**src/rtl/core/ect_pkg.sv**
```systemverilog
// Shared types, constants and month tables for the epoch-to-calendar pipeline.
// Used by every module under rtl/core; depends on nothing.
`timescale 1ns / 1ps

package ect_pkg;

   localparam int ZONE_W     = 17;
   localparam int CSR_ADDR_W = 3;
   localparam int CSR_DATA_W = 32;

   localparam logic [0:0] CSR_IDX_ZONE = 1'b0;

   localparam logic [32:0] LAST_VALID_SECOND = 33'd4102444799;
   localparam logic [16:0] DAY_BIAS          = 17'd25568;
   localparam logic [11:0] BASE_YEAR         = 12'd1900;
   localparam logic [9:0]  YEAR_LAST_DAY     = 10'd364;

   localparam logic [39:0] RECIP_TEN      = 40'd838861;
   localparam logic [50:0] RECIP_DAY      = 51'd50903317;
   localparam logic [25:0] DAY_SHIFTED    = 26'd675;
   localparam logic [33:0] RECIP_CYCLE    = 34'd91868;
   localparam logic [33:0] RECIP_YEAR     = 34'd183860;
   localparam logic [16:0] YEAR_DAYS      = 17'd365;
   localparam logic [33:0] RECIP_SIXTY    = 34'd139811;
   localparam logic [21:0] RECIP_SIXTY_SM = 22'd1093;

   localparam int DATE_DEPTH  = 7;
   localparam int CLOCK_DEPTH = 3;

   typedef struct packed {
      logic        valid;
      logic        ok;
      logic [16:0] frac;
      logic [16:0] day_id;
      logic [16:0] day_sec;
   } split_type;

   typedef struct packed {
      logic        valid;
      logic        ok;
      logic [16:0] frac;
   } side_type;

   typedef struct packed {
      logic [4:0] hour;
      logic [5:0] minute;
      logic [5:0] second;
   } clock_type;

   typedef struct packed {
      logic [11:0] year;
      logic [3:0]  month;
      logic [4:0]  day;
   } date_type;

   function automatic logic [8:0] cum_days(input logic leap, input logic [3:0] idx);
      logic [8:0] base;
      base = 9'd0;
      unique case (idx)
         4'd0:    base = 9'd0;
         4'd1:    base = 9'd31;
         4'd2:    base = 9'd59;
         4'd3:    base = 9'd90;
         4'd4:    base = 9'd120;
         4'd5:    base = 9'd151;
         4'd6:    base = 9'd181;
         4'd7:    base = 9'd212;
         4'd8:    base = 9'd243;
         4'd9:    base = 9'd273;
         4'd10:   base = 9'd304;
         4'd11:   base = 9'd334;
         default: base = 9'd0;
      endcase
      if (leap && (idx >= 4'd2)) begin
         base = base + 9'd1;
      end
      return base;
   endfunction

endpackage

```
**src/rtl/core/ect_split.sv**
```systemverilog
// Front pipeline: zone adjustment, range check, day count, second of day and fraction.
// Three register stages; depends on ect_pkg.
`timescale 1ns / 1ps

module ect_split (
   input  logic                        clock,
   input  logic                        reset,
   input  logic                        adv,
   input  logic                        in_valid,
   input  logic [31:0]                 epoch_seconds,
   input  logic [19:0]                 micro_part,
   input  logic                        parse_failed,
   input  logic [ect_pkg::ZONE_W-1:0]  zone_offset,
   output ect_pkg::split_type          split_out
);

   typedef struct packed {
      logic        valid;
      logic        ok;
      logic [24:0] upper;
      logic [6:0]  lower;
      logic [16:0] frac;
   } s1_type;

   typedef struct packed {
      logic        valid;
      logic        ok;
      logic [15:0] days;
      logic [24:0] upper;
      logic [6:0]  lower;
      logic [16:0] frac;
   } s2_type;

   s1_type             s1_ff, s1_in;
   s2_type             s2_ff, s2_in;
   ect_pkg::split_type s3_ff, s3_in;

   logic [33:0] adjusted;
   logic [39:0] frac_prod;
   logic [50:0] day_prod;
   logic [25:0] day_back;
   logic [25:0] day_rest;

   always_comb begin
      adjusted  = {2'b00, epoch_seconds}
                - {{(34 - ect_pkg::ZONE_W){zone_offset[ect_pkg::ZONE_W-1]}}, zone_offset};
      frac_prod = {20'd0, micro_part} * ect_pkg::RECIP_TEN;
      s1_in.valid = in_valid;
      s1_in.ok    = !parse_failed && !adjusted[33]
                 && (adjusted[32:0] <= ect_pkg::LAST_VALID_SECOND);
      s1_in.upper = adjusted[31:7];
      s1_in.lower = adjusted[6:0];
      s1_in.frac  = frac_prod[39:23];
   end

   always_comb begin
      day_prod    = {26'd0, s1_ff.upper} * ect_pkg::RECIP_DAY;
      s2_in.valid = s1_ff.valid;
      s2_in.ok    = s1_ff.ok;
      s2_in.days  = day_prod[50:35];
      s2_in.upper = s1_ff.upper;
      s2_in.lower = s1_ff.lower;
      s2_in.frac  = s1_ff.frac;
   end

   always_comb begin
      day_back      = {10'd0, s2_ff.days} * ect_pkg::DAY_SHIFTED;
      day_rest      = {1'b0, s2_ff.upper} - day_back;
      s3_in.valid   = s2_ff.valid;
      s3_in.ok      = s2_ff.ok;
      s3_in.frac    = s2_ff.frac;
      s3_in.day_id  = {1'b0, s2_ff.days} + ect_pkg::DAY_BIAS;
      s3_in.day_sec = {day_rest[9:0], s2_ff.lower};
   end

   always_ff @(posedge clock) begin
      if (reset) begin
         s1_ff.valid <= 1'b0;
         s2_ff.valid <= 1'b0;
         s3_ff.valid <= 1'b0;
      end else if (adv) begin
         s1_ff <= s1_in;
         s2_ff <= s2_in;
         s3_ff <= s3_in;
      end
   end

   assign split_out = s3_ff;

endmodule

```
**src/rtl/core/ect_date.sv**
```systemverilog
// Date pipeline: year from the 1461-day cycle, month and day from cumulative tables.
// Seven register stages; depends on ect_pkg.
`timescale 1ns / 1ps

module ect_date (
   input  logic              clock,
   input  logic              adv,
   input  logic [16:0]       day_id,
   output ect_pkg::date_type date_out
);

   typedef struct packed {
      logic [16:0] id;
      logic [6:0]  cycles;
   } d1_type;

   typedef struct packed {
      logic [16:0] id;
      logic [16:0] adj;
   } d2_type;

   typedef struct packed {
      logic [16:0] id;
      logic [16:0] adj;
      logic [7:0]  yr;
   } d3_type;

   typedef struct packed {
      logic [16:0] id;
      logic [16:0] adj;
      logic [7:0]  yr;
      logic [16:0] yr_days;
   } d4_type;

   typedef struct packed {
      logic [7:0] yr;
      logic [9:0] ydays;
      logic       adj_whole;
   } d5_type;

   typedef struct packed {
      logic [7:0] yr;
      logic [9:0] ydays;
      logic       wrap;
      logic       leap;
      logic [3:0] idx;
   } d6_type;

   d1_type            d1_ff, d1_in;
   d2_type            d2_ff, d2_in;
   d3_type            d3_ff, d3_in;
   d4_type            d4_ff, d4_in;
   d5_type            d5_ff, d5_in;
   d6_type            d6_ff, d6_in;
   ect_pkg::date_type d7_ff, d7_in;

   logic [33:0] cycle_prod;
   logic [33:0] year_prod;
   logic [7:0]  yr_less;
   logic [16:0] ydays_full;
   logic [9:0]  day_full;

   always_comb begin
      cycle_prod   = {17'd0, day_id} * ect_pkg::RECIP_CYCLE;
      d1_in.id     = day_id;
      d1_in.cycles = cycle_prod[33:27];

      d2_in.id  = d1_ff.id;
      d2_in.adj = d1_ff.id - {10'd0, d1_ff.cycles};

      year_prod = {17'd0, d2_ff.adj} * ect_pkg::RECIP_YEAR;
      d3_in.id  = d2_ff.id;
      d3_in.adj = d2_ff.adj;
      d3_in.yr  = year_prod[33:26];

      d4_in.id      = d3_ff.id;
      d4_in.adj     = d3_ff.adj;
      d4_in.yr      = d3_ff.yr;
      d4_in.yr_days = {9'd0, d3_ff.yr} * ect_pkg::YEAR_DAYS;

      yr_less         = d4_ff.yr - 8'd1;
      ydays_full      = d4_ff.id - {11'd0, yr_less[7:2]} - d4_ff.yr_days;
      d5_in.yr        = d4_ff.yr;
      d5_in.ydays     = ydays_full[9:0];
      d5_in.adj_whole = (d4_ff.adj == d4_ff.yr_days);

      d6_in.yr    = d5_ff.yr;
      d6_in.ydays = d5_ff.ydays;
      d6_in.wrap  = d5_ff.adj_whole
                 && ((d5_ff.ydays == 10'd0) || (d5_ff.ydays > ect_pkg::YEAR_LAST_DAY));
      d6_in.leap  = (d5_ff.yr[1:0] == 2'b00);
      d6_in.idx   = 4'd0;
      for (int i = 1; i < 12; i++) begin
         if (d5_ff.ydays > {1'b0, ect_pkg::cum_days(d6_in.leap, 4'(i))}) begin
            d6_in.idx = 4'(i);
         end
      end

      day_full = d6_ff.ydays - {1'b0, ect_pkg::cum_days(d6_ff.leap, d6_ff.idx)};
      if (d6_ff.wrap) begin
         d7_in.year  = ect_pkg::BASE_YEAR + {4'd0, d6_ff.yr} - 12'd1;
         d7_in.month = 4'd12;
         d7_in.day   = 5'd31;
      end else begin
         d7_in.year  = ect_pkg::BASE_YEAR + {4'd0, d6_ff.yr};
         d7_in.month = d6_ff.idx + 4'd1;
         d7_in.day   = day_full[4:0];
      end
   end

   always_ff @(posedge clock) begin
      if (adv) begin
         d1_ff <= d1_in;
         d2_ff <= d2_in;
         d3_ff <= d3_in;
         d4_ff <= d4_in;
         d5_ff <= d5_in;
         d6_ff <= d6_in;
         d7_ff <= d7_in;
      end
   end

   assign date_out = d7_ff;

endmodule

```
**src/rtl/core/ect_clock.sv**
```systemverilog
// Time-of-day pipeline: hour, minute and second from the second of the day.
// Three working stages padded to the date pipeline depth; depends on ect_pkg.
`timescale 1ns / 1ps

module ect_clock (
   input  logic               clock,
   input  logic               adv,
   input  logic [16:0]        day_sec,
   output ect_pkg::clock_type clock_out
);

   localparam int PAD = ect_pkg::DATE_DEPTH - ect_pkg::CLOCK_DEPTH;

   typedef struct packed {
      logic [16:0] day_sec;
      logic [10:0] minutes;
   } c1_type;

   typedef struct packed {
      logic [10:0] minutes;
      logic [4:0]  hour;
      logic [5:0]  second;
   } c2_type;

   c1_type             c1_ff, c1_in;
   c2_type             c2_ff, c2_in;
   ect_pkg::clock_type c3_ff, c3_in;
   ect_pkg::clock_type pad_ff [PAD];

   logic [33:0] min_prod;
   logic [16:0] min_back;
   logic [16:0] sec_full;
   logic [21:0] hour_prod;
   logic [10:0] hour_back;
   logic [10:0] min_full;

   always_comb begin
      min_prod      = {17'd0, day_sec} * ect_pkg::RECIP_SIXTY;
      c1_in.day_sec = day_sec;
      c1_in.minutes = min_prod[33:23];

      min_back      = {6'd0, c1_ff.minutes} * 17'd60;
      sec_full      = c1_ff.day_sec - min_back;
      hour_prod     = {11'd0, c1_ff.minutes} * ect_pkg::RECIP_SIXTY_SM;
      c2_in.minutes = c1_ff.minutes;
      c2_in.hour    = hour_prod[20:16];
      c2_in.second  = sec_full[5:0];

      hour_back    = {6'd0, c2_ff.hour} * 11'd60;
      min_full     = c2_ff.minutes - hour_back;
      c3_in.hour   = c2_ff.hour;
      c3_in.minute = min_full[5:0];
      c3_in.second = c2_ff.second;
   end

   always_ff @(posedge clock) begin
      if (adv) begin
         c1_ff     <= c1_in;
         c2_ff     <= c2_in;
         c3_ff     <= c3_in;
         pad_ff[0] <= c3_ff;
         for (int i = 1; i < PAD; i++) begin
            pad_ff[i] <= pad_ff[i-1];
         end
      end
   end

   assign clock_out = pad_ff[PAD-1];

endmodule

```
**src/rtl/core/epoch_seconds_to_calendar_top.sv**
```systemverilog
// Top level of the epoch-to-calendar converter: configuration register, pipeline and output.
// Instantiates ect_split, ect_date and ect_clock; depends on ect_pkg.
`timescale 1ns / 1ps

// The block converts one timestamp item per clock cycle into calendar date and time of day
// while rsp_ready stays high. An item accepted on req_ passes through these stages to rsp_:
// three stages split off the day and second of day, seven stages derive the date while the
// time of day runs alongside, and one output register holds the result. The whole pipeline
// advances together, so req_ready is low only while a finished item waits on rsp_ for
// rsp_ready. The zone offset at csr_ address 0 should only be written while no item is in
// flight; it is subtracted from every timestamp before conversion.

module epoch_seconds_to_calendar_top (
   input  logic                           clock,
   input  logic                           reset,
   input  logic                           req_valid,
   output logic                           req_ready,
   input  logic [31:0]                    req_epoch_seconds,
   input  logic [19:0]                    req_micro_part,
   input  logic                           req_parse_failed,
   output logic                           rsp_valid,
   input  logic                           rsp_ready,
   output logic [11:0]                    rsp_year_out,
   output logic [3:0]                     rsp_month_out,
   output logic [4:0]                     rsp_day_out,
   output logic [4:0]                     rsp_hour_out,
   output logic [5:0]                     rsp_minute_out,
   output logic [5:0]                     rsp_second_out,
   output logic [16:0]                    rsp_fraction_out,
   output logic                           rsp_invalid,
   input  logic                           csr_psel,
   input  logic                           csr_penable,
   input  logic                           csr_pwrite,
   input  logic [ect_pkg::CSR_ADDR_W-1:0] csr_paddr,
   input  logic [ect_pkg::CSR_DATA_W-1:0] csr_pwdata,
   output logic [ect_pkg::CSR_DATA_W-1:0] csr_prdata,
   output logic                           csr_pready
);

   localparam int DEPTH = ect_pkg::DATE_DEPTH;

   typedef struct packed {
      logic        valid;
      logic [11:0] year;
      logic [3:0]  month;
      logic [4:0]  day;
      logic [4:0]  hour;
      logic [5:0]  minute;
      logic [5:0]  second;
      logic [16:0] frac;
      logic        invalid;
   } rsp_type;

   logic [ect_pkg::ZONE_W-1:0] zone_ff, zone_in;
   logic                       zone_write;
   logic                       adv;

   ect_pkg::split_type split;
   ect_pkg::date_type  date;
   ect_pkg::clock_type tod;
   ect_pkg::side_type  side_in;
   ect_pkg::side_type  side_ff [DEPTH];
   rsp_type            rsp_ff, rsp_in;

   assign csr_pready = 1'b1;
   assign zone_write = csr_psel && csr_penable && csr_pwrite && csr_pready
                    && (csr_paddr[2] == ect_pkg::CSR_IDX_ZONE);
   assign zone_in    = csr_pwdata[ect_pkg::ZONE_W-1:0];

   always_comb begin
      if (csr_paddr[2] == ect_pkg::CSR_IDX_ZONE) begin
         csr_prdata = {{(ect_pkg::CSR_DATA_W - ect_pkg::ZONE_W){1'b0}}, zone_ff};
      end else begin
         csr_prdata = '0;
      end
   end

   always_ff @(posedge clock) begin
      if (reset) begin
         zone_ff <= '0;
      end else if (zone_write) begin
         zone_ff <= zone_in;
      end
   end

   assign adv       = !rsp_ff.valid || rsp_ready;
   assign req_ready = adv;

   ect_split u_split (
      .clock         (clock),
      .reset         (reset),
      .adv           (adv),
      .in_valid      (req_valid),
      .epoch_seconds (req_epoch_seconds),
      .micro_part    (req_micro_part),
      .parse_failed  (req_parse_failed),
      .zone_offset   (zone_ff),
      .split_out     (split)
   );

   ect_date u_date (
      .clock    (clock),
      .adv      (adv),
      .day_id   (split.day_id),
      .date_out (date)
   );

   ect_clock u_clock (
      .clock     (clock),
      .adv       (adv),
      .day_sec   (split.day_sec),
      .clock_out (tod)
   );

   always_comb begin
      side_in.valid = split.valid;
      side_in.ok    = split.ok;
      side_in.frac  = split.frac;
   end

   always_ff @(posedge clock) begin
      if (reset) begin
         for (int i = 0; i < DEPTH; i++) begin
            side_ff[i].valid <= 1'b0;
         end
      end else if (adv) begin
         side_ff[0] <= side_in;
         for (int i = 1; i < DEPTH; i++) begin
            side_ff[i] <= side_ff[i-1];
         end
      end
   end

   always_comb begin
      rsp_in.valid   = side_ff[DEPTH-1].valid;
      rsp_in.invalid = !side_ff[DEPTH-1].ok;
      if (side_ff[DEPTH-1].ok) begin
         rsp_in.year   = date.year;
         rsp_in.month  = date.month;
         rsp_in.day    = date.day;
         rsp_in.hour   = tod.hour;
         rsp_in.minute = tod.minute;
         rsp_in.second = tod.second;
         rsp_in.frac   = side_ff[DEPTH-1].frac;
      end else begin
         rsp_in.year   = '0;
         rsp_in.month  = '0;
         rsp_in.day    = '0;
         rsp_in.hour   = '0;
         rsp_in.minute = '0;
         rsp_in.second = '0;
         rsp_in.frac   = '0;
      end
   end

   always_ff @(posedge clock) begin
      if (reset) begin
         rsp_ff.valid <= 1'b0;
      end else if (adv) begin
         rsp_ff <= rsp_in;
      end
   end

   assign rsp_valid        = rsp_ff.valid;
   assign rsp_year_out     = rsp_ff.year;
   assign rsp_month_out    = rsp_ff.month;
   assign rsp_day_out      = rsp_ff.day;
   assign rsp_hour_out     = rsp_ff.hour;
   assign rsp_minute_out   = rsp_ff.minute;
   assign rsp_second_out   = rsp_ff.second;
   assign rsp_fraction_out = rsp_ff.frac;
   assign rsp_invalid      = rsp_ff.invalid;

endmodule

```
**config.mk**
```make
export PLATFORM = sky130hd
export DESIGN_NAME = epoch_seconds_to_calendar_top
export DESIGN_NICKNAME = d
export VERILOG_FILES = /design/src/rtl/core/ect_pkg.sv /design/src/rtl/core/ect_split.sv /design/src/rtl/core/ect_date.sv /design/src/rtl/core/ect_clock.sv /design/src/rtl/core/epoch_seconds_to_calendar_top.sv
export SDC_FILE = /design/constraint.sdc
export NUM_CORES = 2
export LEC_CHECK = 0
export CORE_MARGIN = 4
export CORE_UTILIZATION = 40
export CTS_CLUSTER_DIAMETER = 100
export CTS_CLUSTER_SIZE = 24
export DETAILED_ROUTE_END_ITERATION = 16
export DONT_BUFFER_PORTS = 1
export HOLD_SLACK_MARGIN = 0.12
export PLACE_DENSITY = 0.58
export SLEW_MARGIN = 20
export SYNTH_ARGS = -nofsm -noshare
export SYNTH_HDL_FRONTEND = slang
export SYNTH_SLANG_ARGS = --single-unit
```
**constraint.sdc**
```tcl
create_clock -name clock -period 28.4 [get_ports clock]
set_input_delay 2.84 -clock clock [delete_from_list [all_inputs] [get_ports clock]]
set_output_delay 2.84 -clock clock [all_outputs]
set_load 0.05 [all_outputs]
```
# --- Word-level counts from Yosys, hierarchy flattened ---
# Memory sizes are Yosys's and may differ from the RTL's. A register that Yosys moved wholly into a read port is not among the register bits.
# Index checks and enable logic that the tools add are counted.
word_totals:
  n_memories: 3
  out_inout_bits: 91
  in_bits: 95
  elab_cells: 161
  ramBits: 201
  mem_bits_ro: 144
  regBits: 461
mem_list:
  columns: ["memory", "depth", "word_bits", "rd", "rd_clocked_by_memory_dff", "wr", "line", "source"]
  rows:
  - ["(name not given)", 16, 9, 1, 0, 0, "ect_pkg.sv:59", "unique case (idx)"]
  - ["side_ff", 7, 19, 7, 0, 7, "epoch_seconds_to_calendar_top.sv:62", "ect_pkg::side_type side_ff [DEPTH];"]
  - ["u_clock.pad_ff", 4, 17, 4, 1, 4, "ect_clock.sv:28", "ect_pkg::clock_type pad_ff [PAD];"]
op_classes:
  n_bitwise: 9
  multipliers: 10
  n_mux: 36
  magnitude_cmp: 14
  addsub: 14
  n_eq_ne: 1
  n_reduce_logical: 19
op_table:
  columns: ["op", "count"]
  rows:
  - ["$mul 25x26->51 const B", 1]
  - ["$gt 10x8->1", 4]
  - ["$mul 20x20->40 const B", 1]
  - ["$mul 17x18->34 const B", 1]
  - ["$sub 33x17->34", 1]
  - ["$le 33x32->1 const B", 1]
  - ["$mul 17x15->32 const B", 1]
  - ["$mul 17x16->32 const B", 1]
  - ["$gt 10x9->1", 3]
  - ["$mux 4", 7]
  - ["$mul 11x11->21 const B", 1]
  - ["$mux 21", 1]
  - ["$gt 10x7->1", 2]
  - ["$mux 1", 20]
  - ["$sub 10x10->10", 2]
  - ["$add 16x15->17 const B", 1]
  - ["$eq 17x17->1", 1]
  - ["$mul 8x9->17 const B", 1]
  - ["$mux 17", 1]
  - ["$sub 17x7->17", 1]
  - ["$mul 16x10->10 const B", 1]
  - ["$add 11x8->12 const A", 1]
  - ["$sub 12x1->12 const B", 1]
  - ["$sub 6x6->6", 2]
  - ["other kinds (24)", 46]

# --- Logic depth before layout (Yosys ltp) ---
logic_depth:
  depth_word: 12
  depth_mapped: 27
  mapped_depth_nobuf: 27

# --- Modules after synthesis ---
# Synthesis repeated with hierarchy kept, for this count alone.
hier_totals:
  hier_cells: 5005
  hier_area_um2: 59577.1
modules_own_cells:
  columns: ["mod", "cells_each", "instances", "area_per_inst_um2", "seq_area_each_um2"]
  rows:
  - ["ect_split", 2250, 1, 24183.2, 4654.5]
  - ["ect_date", 1706, 1, 19701.4, 5855.6]
  - ["ect_clock", 672, 1, 8508.2, 3573.4]
  - ["epoch_seconds_to_calendar_top", 377, 1, 7184.4, 6035.8]

# --- Least setup slack after synthesis ---
# Ideal clock, no wire load.
synth_timing:
  path_type: "input port to flip-flop"
  startpoint: "in rsp_ready"
  endpoint: "mem side_ff[0][18] (netlist bit), data pin"
  path_stages: 4
  setup_ns: 0.239
  t_arrival_ns: 18.005
  path_slack_ns: 10.156
  n_path_buf: 1
  t_required_ns: 28.161
  path_cell_list: "nor2b_1 clkbuf_1 nor2_1 and2_1"
synth_lines:
  columns: ["element", "line", "source"]
  rows:
  - ["from (decl)", "epoch_seconds_to_calendar_top.sv:22", "input logic rsp_ready,"]
  - ["to (decl)", "epoch_seconds_to_calendar_top.sv:62", null]

# --- Worst setup path after layout ---
layout_timing:
  startpoint: "in req_micro_part[10]"
  endpoint: "reg u_split.s1_ff[13] (netlist bit), data pin"
layout_between:
  elab_chain_len: 1
layout_lines:
  columns: ["element", "line", "source"]
  rows:
  - ["from (decl)", "epoch_seconds_to_calendar_top.sv:19", "input logic [19:0] req_micro_part,"]
  - ["$mul 20x20->40", "ect_split.sv:47", "frac_prod = {20'd0, micro_part} * ect_pkg::RECIP_TEN;"]
  - ["named net u_split.frac_prod[36]", "ect_split.sv:39", "logic [39:0] frac_prod;"]
  - ["to (signal assigned)", "ect_split.sv:82", "s1_ff <= s1_in;"]
  - ["to (decl)", "ect_split.sv:34", "s1_type s1_ff, s1_in;"]
# The timed path passes the listed nets, and every way through them passes these cells.
# A chain may end at the register's enable or synchronous reset.

==> impl_metrics.yaml <==
timing:
  holdWs_ns: 0.4083
  setup_ws_ns: 19.75
  clock.fmax_ghz: 0.1157
  fin_crit_ns: 8.646
  skew_ns: 0.03533
  tns_ns: 0
  drv_slew: 0
  setup_violations: 0
  relSlewSlack_pct: 32.75
  worstMarginPinSlew_ns: 1.009
  final_hold_viol_count: 0
  grt_setup_unrepaired: "false"
  fin_crit_sh_pct: 30.44
drt:
  antenna_left: 0
  route.vias.total: 31386
  routed.top_layer: "met4"
  route.met3.wl_mm: 2.854
  viasPerCell: 4.692
  drc: 0
  drt_iter0_drc: 1302
  wl_met1_mm: 49.21
  wl_mm: 104.2
  drt_pass1_iterations: 5
  wl_per_cell_um: 15.58
  dr_wl_met2_mm: 50.44
global_route:
  grt_usage_pct: 14.33
  antenna_found_initial: 0
  grt_overflow: 0
  grt_max_degree: 168
  grt_pass1_vias: 33439
  grt_pass1_wl_mm: 174.8
hold_path:
  hold_path_depth: 0
  worstHoldPathType: "reg2reg"
  hold_start: "u_clock.pad_ff[0][15]$_DFFE_PN_"
  min_to: "u_clock.pad_ff[1][15]$_DFFE_PN_"
floorplanning:
  die_w_um: 388.2
  die_h_um: 388.2
  num_io_pins: 186
  core.rowCount: 139
  core_region_area_sq_um: 143700
  start_util_pct: 40.25
  die_area_sq_um: 150700
place:
  portBuffers: 0
  pre_cts_ws_ns: 19.05
  dpl.hpwl_mm: 85.60
  placedInstanceArea_sq_um: 60150
  routabilityCongestion: 0.8485
clocking:
  cts.clk_slew.worst_paths_ns: 0.09
  tritoncts: "done"
  htree_levels: 2
  clkSinkCount: 677
  cts_setup_buffers: 0
  clock-root-buffer: "clkbuf_16"
  cts_hold_buf: 0
  cts_resized: 0
  numCtsBuffers: 37
  clk_latency_ns: 0.62
  cts_max_path_buffers: 3
synth:
  synth_area_leader_cell: "edfxtp_1"
  synth_ff_type: "edfxtp_1"
  async_flop_share_pct: 0
  synth_top_area_share_pct: 34.07
  seq_area_frac_synth_pct: 34.80
  synthTopCellsByArea: "edfxtp_1, ha_1, fa_1"
  ys_ff_latch: 677
  netlist_instances: 4750
  syn_avg_cell_area_sq_um: 12.17
  ys_types: 72
  synth-edff-count: 656
  synth_warnings: 0
  syn_area_sq_um: 57820
layout:
  fin_nets: 6556
  drive_gt1_share_pct: 1.630
  fin_area_sq_um: 61270
  num-fill-cells: 13542
  syn_to_final_growth_pct: 5.979
  diodes: 0
setup_path:
  rr_endpoint: "u_split.s2_ff[63]$_DFFE_PP_"
  worst-r2r-setup-slack_ns: 20.83
  crit_path_frequent_cell: "fa_1"
  cp-end-kind: "flop"
  crit_chain: "ha_1 > inv_1 > fa_1 > inv_1 > ha_1 > inv_1 > fa_1 > fa_1 > inv_1 > fa_1 > fa_1 > ha_1 > nand4_1 > o31ai_1 > a41oi_1 > o21ai_0 > a31oi_1 > o32ai_1 > o21ai_0 > o21bai_1 > a211oi_1 > nor3_1"
  path_delay_family: "adder cells"
  arrival_ns: 9.08
  slowest_delay_ns: 0.60
  slowest_stage: "o32ai_1"
  r2r_cells: 25
  r2r-start: "u_split.s1_ff[29]$_DFFE_PP_"
  cp_max_fo: 5
  required_ns: 28.83
  cp-start-kind: "input pin"
  path_class: "in2reg"
  worst-path-buf-inv: 4
  cp.depth: 22
job:
  drv_cap: 0
run_status:
  status: "finished clean"
metrics by stage:
stage                     utilization [%]  instances
after CTS                           42.65       6689
after floorplan                         -       4764
after global routing                42.65       6689
after detailed placement            41.87       6635
after global placement              41.87       6635
final                               42.65       6689
sequential cells by signal (all words and copies together) (netlist names), 6 cells and up:
| register | cells |
|---|---|
| side_ff | 133 |
| u_clock.pad_ff | 68 |
| u_split.split_out | 53 |
| u_split.s2_ff | 52 |
| u_split.s1_ff | 51 |
| u_date.d4_ff | 50 |
| u_date.d3_ff | 35 |
| u_date.d2_ff | 27 |
| u_date.d1_ff | 24 |
| u_date.date_out | 21 |
| u_date.d5_ff | 19 |
| u_date.d6_ff | 19 |
| rsp_fraction_out | 17 |
| u_clock.c1_ff | 17 |
| u_clock.c2_ff | 17 |
| u_clock.c3_ff | 17 |
| zone_ff | 17 |
| rsp_year_out | 12 |
| rsp_minute_out | 6 |
| rsp_second_out | 6 |
worst max-delay path by stage:
stage	from	endpoint	slack, ns
after CTS	req_micro_part[10]	u_split.s1_ff[13]$_DFFE_PP_	19.68
after floorplan	rsp_ready	side_ff[0][18]$_SDFFCE_PN0P_	10.16
final	req_micro_part[10]	u_split.s1_ff[13]$_DFFE_PP_	19.75
after global routing	req_micro_part[10]	u_split.s1_ff[13]$_DFFE_PP_	19.31
after global placement	req_micro_part[10]	u_split.s1_ff[13]$_DFFE_PP_	19.02
after detailed placement	req_micro_part[10]	u_split.s1_ff[13]$_DFFE_PP_	19.05
metal layers:
metal	vias to the layer above	GRT usage (%)
met5	-	0
met4	0	2.685
met3	76	1.568
met2	313	24.72
met1	15435	19.73
li1	15562	-
placed cells by master, fill, tap and decap left out, drive strengths merged, types with 9 or more instances in the layout:
cell type	instances
dfxtp	21
xnor2	137
xor2	79
clkbuf	43
nand3	26
buf	11
o21a	24
o211ai	9
edfxtp	656
nand2b	30
nand4	16
conb	16
a21oi	141
and3	13
ha	1078
a211oi	15
a21o	68
o21bai	25
fa	612
a31oi	19
nor3	36
nand2	117
a21boi	9
nor2	109
o21ai	73
inv	1201
nor2b	20
and2	66
cells in the mapped netlist (4+ instances only):
cell type and count:
nand4_1 16, nand3_1 26, edfxtp_1 656, buf_4 16
a41oi_1 5, xnor2_1 137, nor3_1 36, nand2b_1 30
a41o_1 4, clkbuf_1 25, and3_1 13, or3_1 7
a211o_1 4, and4_1 4, a21boi_0 9, o21a_1 24
dfxtp_1 21, nor4_1 8, and2_1 66, or2_2 8
inv_1 1197, o211ai_1 9, nor2b_1 20, o21ai_0 72
a211oi_1 15, xor2_1 79, nor2_1 109, o21bai_1 25
a221oi_1 4, fa_1 612, o31ai_1 7, ha_1 1078
a21o_1 68, mux2i_1 8, a31oi_1 19, nand2_1 117
a21oi_1 141
cell type report:
type	count	area, sq um	share of cell area [%]
timing repair buffer	11	107.6	0.1756
inverter	1197	4501	7.345
clock buffer	43	969.7	1.583
multi-input combinational	2847	33040	53.93
sequential	677	20120	32.84
tap	1903	2381	3.886
clock inverter	11	152.6	0.2491
cells by family (layout without fill, tap and decap cells):
kind of cell	Yosys count	after routing	synth area share, %
adder cells (fa/ha/maj)	1690	1690	44.52
buffers and inverters	1240	1262	8.154
flip-flops	677	677	34.80
AND/OR/NAND/NOR	472	472	4.058
AO/OA/AOI/OAI	443	443	4.986
XOR/XNOR	217	217	3.313
multiplexers	9	9	0.1580
other	2	16	0.01299
Power is left out: the tool's default activity adds up to more than one toggle a clock period on the data nets, which glitch-free logic cannot reach.
